$ cat src/hdl/b85_pkg.sv
`timescale 1ns / 1ps
// ----------------------------------------------------------------------------
// b85_pkg
// Shared types and constants for the base-85 encoder: item structs, job
// records passed between the front end, queue, converter and emitter.
// ----------------------------------------------------------------------------
package b85_pkg;

    localparam logic OP_DATA  = 1'b0;
    localparam logic OP_FLUSH = 1'b1;

    localparam int QUEUE_DEPTH = 4;
    localparam int QPTR_W      = $clog2(QUEUE_DEPTH);

    localparam logic [7:0] LINE_LEN_RESET = 8'd78;
    localparam logic [7:0] MIN_LINE       = 8'd5;

    localparam logic [7:0] CHAR_BASE      = 8'd33;
    localparam logic [7:0] CHAR_MAX_DIGIT = 8'd117;
    localparam logic [7:0] CHAR_Z         = 8'd122;
    localparam logic [7:0] CHAR_NL        = 8'd10;

    // x / 85 == (x * RECIP_85) >> RECIP_SHIFT, exact for any 32-bit x
    localparam logic [31:0] RECIP_85    = 32'd3233857729;
    localparam int          RECIP_SHIFT = 38;

    localparam logic [2:0] LAST_DIGIT = 3'd4;
    localparam logic [1:0] LAST_STEP  = 2'd3;

    typedef struct packed {
        logic       opcode;
        logic [7:0] data_byte;
    } in_item_t;

    typedef struct packed {
        logic [7:0]  out_char;
        logic        is_trailer;
        logic        last;
        logic [31:0] byte_count;
        logic [7:0]  xor_check;
        logic [31:0] sum_check;
        logic [31:0] rot_check;
    } out_item_t;

    typedef struct packed {
        logic [31:0] byte_count;
        logic [7:0]  xor_check;
        logic [31:0] sum_check;
        logic [31:0] rot_check;
    } checks_t;

    typedef struct packed {
        logic        has_word;
        logic [31:0] word;
        logic        has_trailer;
        checks_t     checks;
    } job_t;

    typedef struct packed {
        logic            has_word;
        logic            is_zero;
        logic [4:0][6:0] digits;
        logic            has_trailer;
        checks_t         checks;
    } enc_job_t;

endpackage

$ cat src/hdl/b85_front.sv
`timescale 1ns / 1ps
// ----------------------------------------------------------------------------
// b85_front
// Accepts input items, keeps the running checks and the byte count, packs
// bytes into groups and posts one job per completed group or flush.
// ----------------------------------------------------------------------------
module b85_front import b85_pkg::*;
(
    input  logic     clk,
    input  logic     rst_n,
    input  logic     in_valid,
    output logic     in_ready,
    input  in_item_t in_data,
    output logic     push_valid,
    input  logic     push_ready,
    output job_t     push_job
);

    logic [31:0] group_word_reg, group_word_next;
    logic [1:0]  group_pos_reg, group_pos_next;
    logic [31:0] count_reg, count_next;
    logic [7:0]  xor_reg, xor_next;
    logic [31:0] sum_reg, sum_next;
    logic [31:0] rot_reg, rot_next;
    logic        accept;

    assign in_ready = push_ready;
    assign accept   = in_valid & push_ready;

    always_comb
    begin
        logic [31:0] word_full;
        logic [31:0] padded;

        group_word_next = group_word_reg;
        group_pos_next  = group_pos_reg;
        count_next      = count_reg;
        xor_next        = xor_reg;
        sum_next        = sum_reg;
        rot_next        = rot_reg;
        push_valid      = 1'b0;
        push_job        = '0;
        word_full       = {group_word_reg[23:0], in_data.data_byte};
        padded          = group_word_reg;

        if (in_data.opcode == OP_DATA)
        begin
            count_next = count_reg + 32'd1;
            xor_next   = xor_reg ^ in_data.data_byte;
            sum_next   = sum_reg + {24'b0, in_data.data_byte} + 32'd1;
            rot_next   = {rot_reg[30:0], rot_reg[31]} + {24'b0, in_data.data_byte};
            if (group_pos_reg == 2'd3)
            begin
                push_valid       = in_valid;
                push_job.has_word = 1'b1;
                push_job.word    = word_full;
                group_word_next  = '0;
                group_pos_next   = 2'd0;
            end
            else
            begin
                group_word_next = word_full;
                group_pos_next  = group_pos_reg + 2'd1;
            end
        end
        else
        begin
            // pad the open group with zero bytes
            case (group_pos_reg)
                2'd1:
                begin
                    padded   = {group_word_reg[7:0], 24'b0};
                    sum_next = sum_reg + 32'd3;
                    rot_next = {rot_reg[28:0], rot_reg[31:29]};
                end
                2'd2:
                begin
                    padded   = {group_word_reg[15:0], 16'b0};
                    sum_next = sum_reg + 32'd2;
                    rot_next = {rot_reg[29:0], rot_reg[31:30]};
                end
                2'd3:
                begin
                    padded   = {group_word_reg[23:0], 8'b0};
                    sum_next = sum_reg + 32'd1;
                    rot_next = {rot_reg[30:0], rot_reg[31]};
                end
                default:
                begin
                    padded = group_word_reg;
                end
            endcase
            push_valid                  = in_valid;
            push_job.has_word           = (group_pos_reg != 2'd0);
            push_job.word               = padded;
            push_job.has_trailer        = 1'b1;
            push_job.checks.byte_count  = count_reg;
            push_job.checks.xor_check   = xor_reg;
            push_job.checks.sum_check   = sum_next;
            push_job.checks.rot_check   = rot_next;
            group_word_next             = '0;
            group_pos_next              = 2'd0;
        end
    end

    always_ff @(posedge clk or negedge rst_n)
    begin
        if (!rst_n)
        begin
            group_word_reg <= '0;
            group_pos_reg  <= '0;
            count_reg      <= '0;
            xor_reg        <= '0;
            sum_reg        <= '0;
            rot_reg        <= '0;
        end
        else if (accept)
        begin
            group_word_reg <= group_word_next;
            group_pos_reg  <= group_pos_next;
            count_reg      <= count_next;
            xor_reg        <= xor_next;
            sum_reg        <= sum_next;
            rot_reg        <= rot_next;
        end
    end

endmodule

$ cat src/hdl/b85_fifo.sv
`timescale 1ns / 1ps
// ----------------------------------------------------------------------------
// b85_fifo
// Short job queue between the front end and the converter.
// ----------------------------------------------------------------------------
module b85_fifo import b85_pkg::*;
(
    input  logic clk,
    input  logic rst_n,
    input  logic push_valid,
    output logic push_ready,
    input  job_t push_job,
    output logic pop_valid,
    input  logic pop_ready,
    output job_t pop_job
);

    job_t              entry_reg [QUEUE_DEPTH];
    logic [QPTR_W-1:0] wr_ptr_reg;
    logic [QPTR_W-1:0] rd_ptr_reg;
    logic [QPTR_W:0]   count_reg;
    logic              do_push;
    logic              do_pop;

    assign push_ready = (count_reg != (QPTR_W+1)'(QUEUE_DEPTH));
    assign pop_valid  = (count_reg != '0);
    assign pop_job    = entry_reg[rd_ptr_reg];
    assign do_push    = push_valid & push_ready;
    assign do_pop     = pop_valid & pop_ready;

    always_ff @(posedge clk)
    begin
        if (do_push)
        begin
            entry_reg[wr_ptr_reg] <= push_job;
        end
    end

    always_ff @(posedge clk or negedge rst_n)
    begin
        if (!rst_n)
        begin
            wr_ptr_reg <= '0;
            rd_ptr_reg <= '0;
            count_reg  <= '0;
        end
        else
        begin
            if (do_push)
            begin
                wr_ptr_reg <= wr_ptr_reg + QPTR_W'(1);
            end
            if (do_pop)
            begin
                rd_ptr_reg <= rd_ptr_reg + QPTR_W'(1);
            end
            if (do_push && !do_pop)
            begin
                count_reg <= count_reg + (QPTR_W+1)'(1);
            end
            else if (do_pop && !do_push)
            begin
                count_reg <= count_reg - (QPTR_W+1)'(1);
            end
        end
    end

endmodule

$ cat src/hdl/b85_conv.sv
`timescale 1ns / 1ps
// ----------------------------------------------------------------------------
// b85_conv
// Base-85 digit converter: four divide-by-85 steps on one shared
// reciprocal multiplier, least significant digit first.
// ----------------------------------------------------------------------------
module b85_conv import b85_pkg::*;
(
    input  logic     clk,
    input  logic     rst_n,
    input  logic     pop_valid,
    output logic     pop_ready,
    input  job_t     pop_job,
    output logic     enc_valid,
    input  logic     enc_ready,
    output enc_job_t enc_job
);

    logic            busy_reg;
    logic            done_reg;
    logic            phase_reg;
    logic [1:0]      step_reg;
    job_t            job_reg;
    logic            zero_reg;
    logic [31:0]     val_reg;
    logic [63:0]     prod_reg;
    logic [3:0][6:0] rem_reg;

    logic [63:0]     prod;
    logic [25:0]     quot;
    logic [13:0]     quot_x85;
    logic [7:0]      rem8;
    logic            handoff;
    logic            load;

    assign enc_valid = busy_reg & done_reg;
    assign handoff   = enc_valid & enc_ready;
    assign pop_ready = !busy_reg | handoff;
    assign load      = pop_valid & pop_ready;

    assign prod     = val_reg * RECIP_85;
    assign quot     = prod_reg[63:RECIP_SHIFT];
    // low byte of quot * 85 is enough: the remainder is below 85
    assign quot_x85 = {quot[7:0], 6'b0} + {2'b0, quot[7:0], 4'b0}
                    + {4'b0, quot[7:0], 2'b0} + {6'b0, quot[7:0]};
    assign rem8     = val_reg[7:0] - quot_x85[7:0];

    always_comb
    begin
        enc_job.has_word    = job_reg.has_word;
        enc_job.is_zero     = zero_reg;
        enc_job.digits[0]   = val_reg[6:0];
        enc_job.digits[1]   = rem_reg[3];
        enc_job.digits[2]   = rem_reg[2];
        enc_job.digits[3]   = rem_reg[1];
        enc_job.digits[4]   = rem_reg[0];
        enc_job.has_trailer = job_reg.has_trailer;
        enc_job.checks      = job_reg.checks;
    end

    always_ff @(posedge clk or negedge rst_n)
    begin
        if (!rst_n)
        begin
            busy_reg  <= 1'b0;
            done_reg  <= 1'b0;
            phase_reg <= 1'b0;
            step_reg  <= '0;
        end
        else if (load)
        begin
            busy_reg  <= 1'b1;
            done_reg  <= !(pop_job.has_word && (pop_job.word != '0));
            phase_reg <= 1'b0;
            step_reg  <= '0;
        end
        else if (handoff)
        begin
            busy_reg <= 1'b0;
        end
        else if (busy_reg && !done_reg)
        begin
            phase_reg <= !phase_reg;
            if (phase_reg)
            begin
                step_reg <= step_reg + 2'd1;
                if (step_reg == LAST_STEP)
                begin
                    done_reg <= 1'b1;
                end
            end
        end
    end

    always_ff @(posedge clk)
    begin
        if (load)
        begin
            job_reg  <= pop_job;
            zero_reg <= (pop_job.word == '0);
            val_reg  <= pop_job.word;
        end
        else if (busy_reg && !done_reg)
        begin
            if (!phase_reg)
            begin
                prod_reg <= prod;
            end
            else
            begin
                rem_reg[step_reg] <= rem8[6:0];
                val_reg           <= {6'b0, quot};
            end
        end
    end

endmodule

$ cat src/hdl/b85_emit.sv
`timescale 1ns / 1ps
// ----------------------------------------------------------------------------
// b85_emit
// Character emitter: sends digits or 'z', inserts newlines at the line
// length, appends the trailer and marks the last result of each item.
// ----------------------------------------------------------------------------
module b85_emit import b85_pkg::*;
(
    input  logic      clk,
    input  logic      rst_n,
    input  logic      cfg_wr_en,
    input  logic [7:0] cfg_wr_data,
    input  logic      enc_valid,
    output logic      enc_ready,
    input  enc_job_t  enc_job,
    output logic      out_valid,
    input  logic      out_ready,
    output out_item_t out_data
);

    localparam logic [1:0] ST_IDLE  = 2'd0;
    localparam logic [1:0] ST_CHAR  = 2'd1;
    localparam logic [1:0] ST_NL    = 2'd2;
    localparam logic [1:0] ST_TRAIL = 2'd3;

    logic [1:0] state_reg, state_next;
    logic [2:0] idx_reg, idx_next;
    logic [7:0] fill_reg, fill_next;
    logic [7:0] line_len_reg;
    enc_job_t   job_reg;
    logic       out_valid_reg;
    out_item_t  out_data_reg;

    logic       adv;
    logic       emit;
    logic       finish;
    logic       load;
    out_item_t  res;
    logic [7:0] lim;
    logic [7:0] fill_inc;
    logic       wrap;
    logic       at_end;

    assign adv       = !out_valid_reg | out_ready;
    assign lim       = (line_len_reg < MIN_LINE) ? MIN_LINE : line_len_reg;
    assign fill_inc  = fill_reg + 8'd1;
    assign wrap      = (fill_inc >= lim);
    assign at_end    = (idx_reg == (job_reg.is_zero ? 3'd0 : LAST_DIGIT));
    assign enc_ready = (state_reg == ST_IDLE) | finish;
    assign load      = enc_valid & enc_ready;
    assign out_valid = out_valid_reg;
    assign out_data  = out_data_reg;

    always_comb
    begin
        state_next = state_reg;
        idx_next   = idx_reg;
        fill_next  = fill_reg;
        emit       = 1'b0;
        finish     = 1'b0;
        res        = '0;

        case (state_reg)
            ST_CHAR:
            begin
                if (adv)
                begin
                    emit         = 1'b1;
                    res.out_char = job_reg.is_zero ? CHAR_Z
                                 : {1'b0, job_reg.digits[idx_reg]} + CHAR_BASE;
                    res.last     = at_end & !wrap & !job_reg.has_trailer;
                    fill_next    = wrap ? 8'd0 : fill_inc;
                    if (wrap)
                    begin
                        state_next = ST_NL;
                    end
                    else if (at_end)
                    begin
                        if (job_reg.has_trailer)
                        begin
                            state_next = ST_TRAIL;
                        end
                        else
                        begin
                            finish = 1'b1;
                        end
                    end
                    else
                    begin
                        idx_next = idx_reg + 3'd1;
                    end
                end
            end
            ST_NL:
            begin
                if (adv)
                begin
                    emit         = 1'b1;
                    res.out_char = CHAR_NL;
                    res.last     = at_end & !job_reg.has_trailer;
                    if (at_end)
                    begin
                        if (job_reg.has_trailer)
                        begin
                            state_next = ST_TRAIL;
                        end
                        else
                        begin
                            finish = 1'b1;
                        end
                    end
                    else
                    begin
                        idx_next   = idx_reg + 3'd1;
                        state_next = ST_CHAR;
                    end
                end
            end
            ST_TRAIL:
            begin
                if (adv)
                begin
                    emit           = 1'b1;
                    finish         = 1'b1;
                    res.is_trailer = 1'b1;
                    res.last       = 1'b1;
                    res.byte_count = job_reg.checks.byte_count;
                    res.xor_check  = job_reg.checks.xor_check;
                    res.sum_check  = job_reg.checks.sum_check;
                    res.rot_check  = job_reg.checks.rot_check;
                end
            end
            default:
            begin
                state_next = ST_IDLE;
            end
        endcase

        if (load)
        begin
            state_next = enc_job.has_word ? ST_CHAR : ST_TRAIL;
            idx_next   = 3'd0;
        end
        else if (finish)
        begin
            state_next = ST_IDLE;
        end
    end

    always_ff @(posedge clk or negedge rst_n)
    begin
        if (!rst_n)
        begin
            state_reg     <= ST_IDLE;
            idx_reg       <= '0;
            fill_reg      <= '0;
            line_len_reg  <= LINE_LEN_RESET;
            out_valid_reg <= 1'b0;
        end
        else
        begin
            state_reg <= state_next;
            idx_reg   <= idx_next;
            fill_reg  <= fill_next;
            if (cfg_wr_en)
            begin
                line_len_reg <= cfg_wr_data;
            end
            if (emit)
            begin
                out_valid_reg <= 1'b1;
            end
            else if (out_ready)
            begin
                out_valid_reg <= 1'b0;
            end
        end
    end

    always_ff @(posedge clk)
    begin
        if (load)
        begin
            job_reg <= enc_job;
        end
        if (emit)
        begin
            out_data_reg <= res;
        end
    end

endmodule

$ cat src/hdl/btoa_base85_encoder.sv
`timescale 1ns / 1ps
// ----------------------------------------------------------------------------
// btoa_base85_encoder
// Byte stream to base-85 text with running checks and trailer report.
// ----------------------------------------------------------------------------
// Bytes are taken one per cycle until the four-entry job queue fills. Each
// completed group of four bytes holds the converter for a load step, then
// four divide-by-85 steps on one shared 32x32 reciprocal multiplier (an
// all-zero group skips the steps); the converter takes no new group until
// it has handed the last one to the emitter. The emitter sends one result
// per cycle while the receiver is ready: five digits or a 'z', newlines
// where the line fills, and the trailer of a flush. A flush pads the open
// group and then reports the count and checks in a trailer transfer marked
// last.
module btoa_base85_encoder import b85_pkg::*;
(
    input  logic      clk,
    input  logic      rst_n,
    input  logic      in_valid,
    output logic      in_ready,
    input  in_item_t  in_data,
    output logic      out_valid,
    input  logic      out_ready,
    output out_item_t out_data,
    input  logic      cfg_wr_en,
    input  logic [7:0] cfg_wr_data
);

    logic     push_valid;
    logic     push_ready;
    job_t     push_job;
    logic     pop_valid;
    logic     pop_ready;
    job_t     pop_job;
    logic     enc_valid;
    logic     enc_ready;
    enc_job_t enc_job;

    b85_front u_front
    (
        .clk        (clk),
        .rst_n      (rst_n),
        .in_valid   (in_valid),
        .in_ready   (in_ready),
        .in_data    (in_data),
        .push_valid (push_valid),
        .push_ready (push_ready),
        .push_job   (push_job)
    );

    b85_fifo u_fifo
    (
        .clk        (clk),
        .rst_n      (rst_n),
        .push_valid (push_valid),
        .push_ready (push_ready),
        .push_job   (push_job),
        .pop_valid  (pop_valid),
        .pop_ready  (pop_ready),
        .pop_job    (pop_job)
    );

    b85_conv u_conv
    (
        .clk       (clk),
        .rst_n     (rst_n),
        .pop_valid (pop_valid),
        .pop_ready (pop_ready),
        .pop_job   (pop_job),
        .enc_valid (enc_valid),
        .enc_ready (enc_ready),
        .enc_job   (enc_job)
    );

    b85_emit u_emit
    (
        .clk         (clk),
        .rst_n       (rst_n),
        .cfg_wr_en   (cfg_wr_en),
        .cfg_wr_data (cfg_wr_data),
        .enc_valid   (enc_valid),
        .enc_ready   (enc_ready),
        .enc_job     (enc_job),
        .out_valid   (out_valid),
        .out_ready   (out_ready),
        .out_data    (out_data)
    );

endmodule

$ cat config.mk
export PLATFORM = sky130hd
export DESIGN_NAME = btoa_base85_encoder
export DESIGN_NICKNAME = d
export VERILOG_FILES = /design/src/hdl/b85_pkg.sv /design/src/hdl/b85_front.sv /design/src/hdl/b85_fifo.sv /design/src/hdl/b85_conv.sv /design/src/hdl/b85_emit.sv /design/src/hdl/btoa_base85_encoder.sv
export SDC_FILE = /design/constraint.sdc
export NUM_CORES = 2
export LEC_CHECK = 0
export BUFFER_PORTS_ARGS = -buffer_cell sky130_fd_sc_hd__buf_2
export CORE_MARGIN = 2
export CORE_UTILIZATION = 53
export DETAILED_ROUTE_END_ITERATION = 12
export GPL_TIMING_DRIVEN = 0
export HOLD_SLACK_MARGIN = 0.03
export PLACE_DENSITY_LB_ADDON = 0.3
export SYNTH_ARGS = -nofsm -noshare
export SYNTH_HDL_FRONTEND = slang
export SYNTH_SLANG_ARGS = --single-unit
$ cat constraint.sdc
create_clock -name clk -period 13.6 [get_ports clk]
set_input_delay 2.72 -clock clk [delete_from_list [all_inputs] [get_ports clk]]
set_output_delay 2.72 -clock clk [all_outputs]
set_load 0.02 [all_outputs]
# Yosys cells after proc, flatten, opt, wreduce, memory -nomap -nowiden
# Memory sizes are Yosys's and may differ from the RTL's.
# Cells that the tools add are included.
[word_totals] register_bits=658 ram_bits=552 out_inout_bits=116 wordCells=223 mem_count=1
[mem_list] name="u_fifo.entry_reg" depth=4 word_bits=138 rd=1 rd_clocked_by_memory_dff=0 write_ports=1 line_no="b85_fifo.sv:18" rtl="job_t entry_reg [QUEUE_DEPTH];"
[classes] add_sub_neg=20 n_mul=1 order_cmp=5 eq_ne=17 muxes=77 n_bitwise=15 n_reduce_logical=38
[op_table] op="$pmux W32 S3" count=3
[op_table] op="$mux W32" count=7
[op_table] op="$mux W106" count=1
[op_table] op="$mux W105" count=1
[op_table] op="$add A32 B1 Y32 const B" count=3
[op_table] op="$mux W33" count=2
[op_table] op="$add A32 B2 Y32 const B" count=2
[op_table] op="$add A32 B8 Y32" count=2
[op_table] op="$mul A32 B32 Y64 const B" count=1
[op_table] op="$logic_not A32 Y1" count=1
[op_table] op="$mux W8" count=4
[op_table] op="$reduce_bool A32 Y1" count=1
[op_table] op="$mux W2" count=15
[op_table] op="$bwmux W28" count=1
[op_table] op="$mux W1" count=25
[op_table] op="$mux W3" count=8
[op_table] op="$add A7 B7 Y7" count=3
[op_table] op="$bmux W7 S3" count=1
[op_table] op="$pmux W8 S2" count=1
[op_table] op="$demux W7 S2" count=1
[op_table] op="$mux W7" count=2
[op_table] op="$reduce_bool A2 Y1" count=7
[op_table] op="$reduce_and A4 Y1" count=3
[op_table] op="$eq A2 B2 Y1 const B" count=5
[op_table] op="other kinds (33)" count=73

# Logic depth before layout (Yosys ltp)
[logic_depth] depth_word=13 ltp_mapped=22 mapped_depth_nobuf=21

# Modules after synthesis
# Synthesis repeated with hierarchy kept, for this count alone.
[unflattened] hier_cells=4233 area_unflattened_um2=59315.6
[by_module_without_submodules] mod="b85_fifo" n_inst=1 cells_each=756 area_per_inst_um2=20315.7
[by_module_without_submodules] mod="b85_conv" n_inst=1 cells_each=1461 area_per_inst_um2=17446.7
[by_module_without_submodules] mod="b85_front" n_inst=1 cells_each=1405 area_per_inst_um2=11167.0
[by_module_without_submodules] mod="b85_emit" n_inst=1 cells_each=611 area_per_inst_um2=10386.2

# Worst setup path before layout
# Ideal clock, no wire load.
[synth_path] path_kind="input to register" from="in out_ready" to="reg u_emit.state_reg[1]" setup_time_ns=0.606 arrival_time_ns=15.809 path_slack_ns=-2.815 cell_stages=6 path_buffers=0 path_cell_list="nand2b_1 nand2_1 nor3_1 o211ai_1 a311oi_1 o41ai_1"
[synth_between] elab_chain_cells=7 word_cells_on_any_way=14 classes_between="eq/ne: 4; mux: 6; bitwise: 3; reduce/logical: 1"
[synth_lines] element="start: declaration" line_no="btoa_base85_encoder.sv:23" rtl="input logic out_ready,"
[synth_lines] element="$or A1 B1 Y1 (*)" line_no="b85_emit.sv:44" rtl="assign adv = !out_valid_reg | out_ready;"
[synth_lines] element="$mux W1, on equally long branches" line_no="b85_emit.sv:121, b85_emit.sv:66, b85_emit.sv:96"
[synth_lines] element="$pmux W1 S3 (*)" line_no="b85_emit.sv:63" rtl="case (state_reg)"
[synth_lines] element="$or A1 B1 Y1 (*)" line_no="b85_emit.sv:49" rtl="assign enc_ready = (state_reg == ST_IDLE) | finish;"
[synth_lines] element="$and A1 B1 Y1 (*)"
[synth_lines] element="net u_conv.handoff" line_no="b85_conv.sv:33" rtl="logic handoff;"
[synth_lines] element="$ne A5 B2 Y1 (no line), or another cell as far along"
[synth_lines] element="$reduce_and A4 Y1 (no line)"
[synth_lines] element="end signal: assignment" line_no="b85_emit.sv:162" rtl="state_reg <= state_next;"
[synth_lines] element="end: declaration" line_no="b85_emit.sv:26" rtl="logic [1:0] state_reg, state_next;"
# The timed path passes the listed nets; every way through them passes the cells marked *.
# A chain may end at the register's enable or synchronous reset.

# Final worst setup path
[layout_path] from="reg u_conv.val_reg[8]" to="reg u_conv.prod_reg[62], data pin"
[layout_between] elab_chain_cells=1
[layout_lines] element="start: declaration" line_no="b85_conv.sv:25" rtl="logic [31:0] val_reg;"
[layout_lines] element="start signal: assignment" line_no="b85_conv.sv:101" rtl="val_reg <= pop_job.word;"
[layout_lines] element="start signal: assignment" line_no="b85_conv.sv:112" rtl="val_reg <= {6'b0, quot};"
[layout_lines] element="$mul A32 B32 Y64" line_no="b85_conv.sv:41" rtl="assign prod = val_reg * RECIP_85;"
[layout_lines] element="net u_conv.prod[62]" line_no="b85_conv.sv:29" rtl="logic [63:0] prod;"
[layout_lines] element="end signal: assignment" line_no="b85_conv.sv:107" rtl="prod_reg <= prod;"
[layout_lines] element="end: declaration" line_no="b85_conv.sv:26" rtl="logic [63:0] prod_reg;"
# The timed path passes the listed nets, and every way through them passes these cells.

==> impl_metrics.env <==
export IMPL_drv_cap=0
export IMPL_placedCellCount=5898
export IMPL_coreArea_um2=111000
export IMPL_path_max_fanout=8
export IMPL_track_usage_pct=26.9
export IMPL_cts_max_level=3
export IMPL_slew_headroom_pct=12.0
export IMPL_wl_per_cell_um=24.6
export IMPL_fmax_ghz=0.133
export IMPL_clock_latency_ns=0.73
export IMPL_area_delta_synth_final_pct=11.7
export IMPL_grt_max_degree=94
export IMPL_synth_mux_area_share_pct=6.48
export IMPL_nFillCells=8596
export IMPL_drc=0
export IMPL_cpPeakStageDelay_ns=0.84
export IMPL_crit_top_cell="fa_1"
export IMPL_nets=5097
export IMPL_critical_path_reg2reg_endpoint="u_conv.prod_reg[62]"
export IMPL_synthXorXnorAreaFrac_pct=1.98
export IMPL_worstPathCellList="ha_1 > ha_1 > inv_1 > fa_1 > inv_1 > fa_1 > inv_1 > fa_1 > fa_1 > fa_1 > inv_1 > ha_1 > ha_1 > buf_2 > nand3_1 > nor4_1 > nand2_1 > o221ai_2 > o31a_1 > a41oi_1 > xnor2_1"
export IMPL_finalHoldViolCount=0
export IMPL_hold_buffers=0
export IMPL_async_reset_ff_share_pct=14.7
export IMPL_syn_cell_area_um2=58900
export IMPL_synth_distinct_cells=103
export IMPL_cts_tree="done"
export IMPL_placementRows=122
export IMPL_outcome="finished clean"
export IMPL_clk_pin_slew_ns=0.06
export IMPL_clockBufferDepth=3
export IMPL_skew_ns=0.0393
export IMPL_io_buffer_count=137
export IMPL_grt_pass1_wl_um=226000
export IMPL_die_w_um=337
export IMPL_synth_top_area_share_pct=51.0
export IMPL_drt_iter0_drc=3975
export IMPL_period_needed_ns=7.54
export IMPL_cp_required_ns=14.05
export IMPL_rsz0062_at_grt="no"
export IMPL_ys_top_cells_by_count="edfxtp_1 (1,000), inv_1 (410), ha_1 (377), nand2_1 (288), nor2_1 (191)"
export IMPL_startpoint_type="flop"
export IMPL_hold_path_end="u_emit.job_reg[32]"
export IMPL_drv_slew=0
export IMPL_synth_seq_cells=1172
export IMPL_avgSynthCellArea_um2=13.9
export IMPL_grt_antenna_before_repair=8
export IMPL_instances_no_fill=6110
export IMPL_r2r_start="u_conv.val_reg[8]"
export IMPL_dp_hpwl_um=108000
export IMPL_initial_core_util_pct=53.3
export IMPL_drive_gt1_share_pct=13.1
export IMPL_synth_top_family_by_area="adder cells"
export IMPL_syn_nets=4820
export IMPL_yosysSeqAreaShare_pct=58.3
export IMPL_synth_top_area_cell="edfxtp_1"
export IMPL_yosys_most_used_dff="edfxtp_1"
export IMPL_first_global_vias=35854
export IMPL_yosys_area_share_simple_pct=8.44
export IMPL_setup_viol=0
export IMPL_num_vias=36407
export IMPL_die_area_um2=114000
export IMPL_cts_sinks=1172
export IMPL_die_h_um=337
export IMPL_dr_pass1_iters=12
export IMPL_ff2ff_path_depth=21
export IMPL_ys_warn_count=0
export IMPL_cp_slowest_cell="nor4_1"
export IMPL_synth_fa_ha_area_share_pct=14.0
export IMPL_via_per_inst=5.96
export IMPL_worst_pin_slew_ns=1.32
export IMPL_cts_setup_buffers=0
export IMPL_cp_end_kind="flop"
export IMPL_top_level_ports=138
export IMPL_numCtsBuffers=111
export IMPL_crit_type="reg -> reg"
export IMPL_synth_edf_count=1000
export IMPL_fin_crit_sh_pct=55.5
export IMPL_yosys_top_cells_area="edfxtp_1 (51%), ha_1 (8.0%), dfrtp_1 (7.1%)"
export IMPL_worstHoldPathCells=0
export IMPL_largest_register_ffs=552
export IMPL_drtAntennaViolNets=0
export IMPL_postCtsResizedCells=0
export IMPL_yosysMostFrequentCell="edfxtp_1"
export IMPL_min_from="u_conv.enc_job[32]"
export IMPL_wirelength_um=150000
export IMPL_cp_arrival_ns=8.00
export IMPL_gp_congestion=0.949
export IMPL_synth_compound_area_share_pct=6.70
export IMPL_grt_ovfl_total=0
export IMPL_r2r_setup_slack_ns=6.06
export IMPL_holdWs_ns=0.410
export IMPL_synthCells=4246
export IMPL_hp_class="reg -> reg"
export IMPL_clk_root_buffer_cell="clkbuf_16"
[cells in the final DEF, fill, tap and decap left out, types with 72 or more instances in the layout]
master,instances
fa_1,175
a21oi_1,148
nand3_1,112
and3_1,142
ha_1,377
edfxtp_1,1000
clkbuf_1,137
nor2_1,190
clkbuf_16,112
inv_1,410
dfrtp_1,168
nand2_1,287
buf_2,166
and2_1,72
mux4_2,138
xnor2_1,98
o21ai_0,123
[stage by stage]
stage          util (%)  TNS, ns  instance area (um2)  setup WS (ns)
6_report           59.5        0                65800           6.06
5_1_grt            59.5        0                65800           5.83
4_1_cts            59.5        0                65800           6.13
3_5_place_dp       56.2        0                62100           6.15
3_3_place_gp       55.6  -143.26                61500          -1.47
2_1_floorplan         -        0                58900           3.15
[worst max path at each step]
| stage | from | end | depth (start not counted) |
|---|---|---|---|
| 4_1_cts | u_conv.val_reg[8] | u_conv.prod_reg[62] | 21 |
| 5_1_grt | u_conv.val_reg[8] | u_conv.prod_reg[62] | 21 |
| 3_5_place_dp | u_conv.val_reg[8] | u_conv.prod_reg[62] | 21 |
| 3_3_place_gp | out_ready | u_emit.state_reg[1] | 7 |
| 6_report | u_conv.val_reg[8] | u_conv.prod_reg[62] | 21 |
| 2_1_floorplan | out_ready | u_emit.state_reg[1] | 6 |
[area by class of cell]
class	instances	area (um2)	share of cell area (%)
clock inverter	72	758	1.15
clock buffer	137	2930	4.45
buffer	205	905	1.38
antenna	3	7.51	0.0114
inverter	412	1550	2.35
timing repair buffer	164	1270	1.93
multi-input combinational	2457	22200	33.7
tap	1488	1860	2.83
sequential	1172	34300	52.2
[routing by layer]
layer | share of wire [%] | vias to the layer above | routed length (um) | track usage (%)
li1 | - | 16192 | - | -
met1 | 44 | 18327 | 65700 | 39.4
met2 | 44 | 1562 | 66100 | 39.9
met3 | 8.8 | 322 | 13200 | 6.11
met4 | 3.6 | 4 | 5430 | 8.71
met5 | 0.016 | - | 24 | 0.213
[cells by family (layout without fill, tap and decap cells)]
logic type	after synthesis	after routing
buf+inv	617	990
mux	205	205
other cells	0	3
xor+xnor	133	133
compound gates	575	575
fa+ha+maj	552	552
flops	1172	1172
simple gates	992	992
[worst max-delay path: cells and delay by family, from the launching register on]
| kind | cells | cell delay, ns |
|---|---|---|
| adders and majority gates | 9 | 3.91 |
| and+or+nand+nor | 3 | 1.22 |
| DFF | 1 | 0.56 |
| AOI/OAI and AO/OA | 3 | 0.99 |
| xor gates and xnor gates | 1 | 0.17 |
| buffers and inverters | 5 | 0.45 |
Power is not shown: default switching activity piles up to over one toggle a cycle in this logic, so the estimate is an artifact.
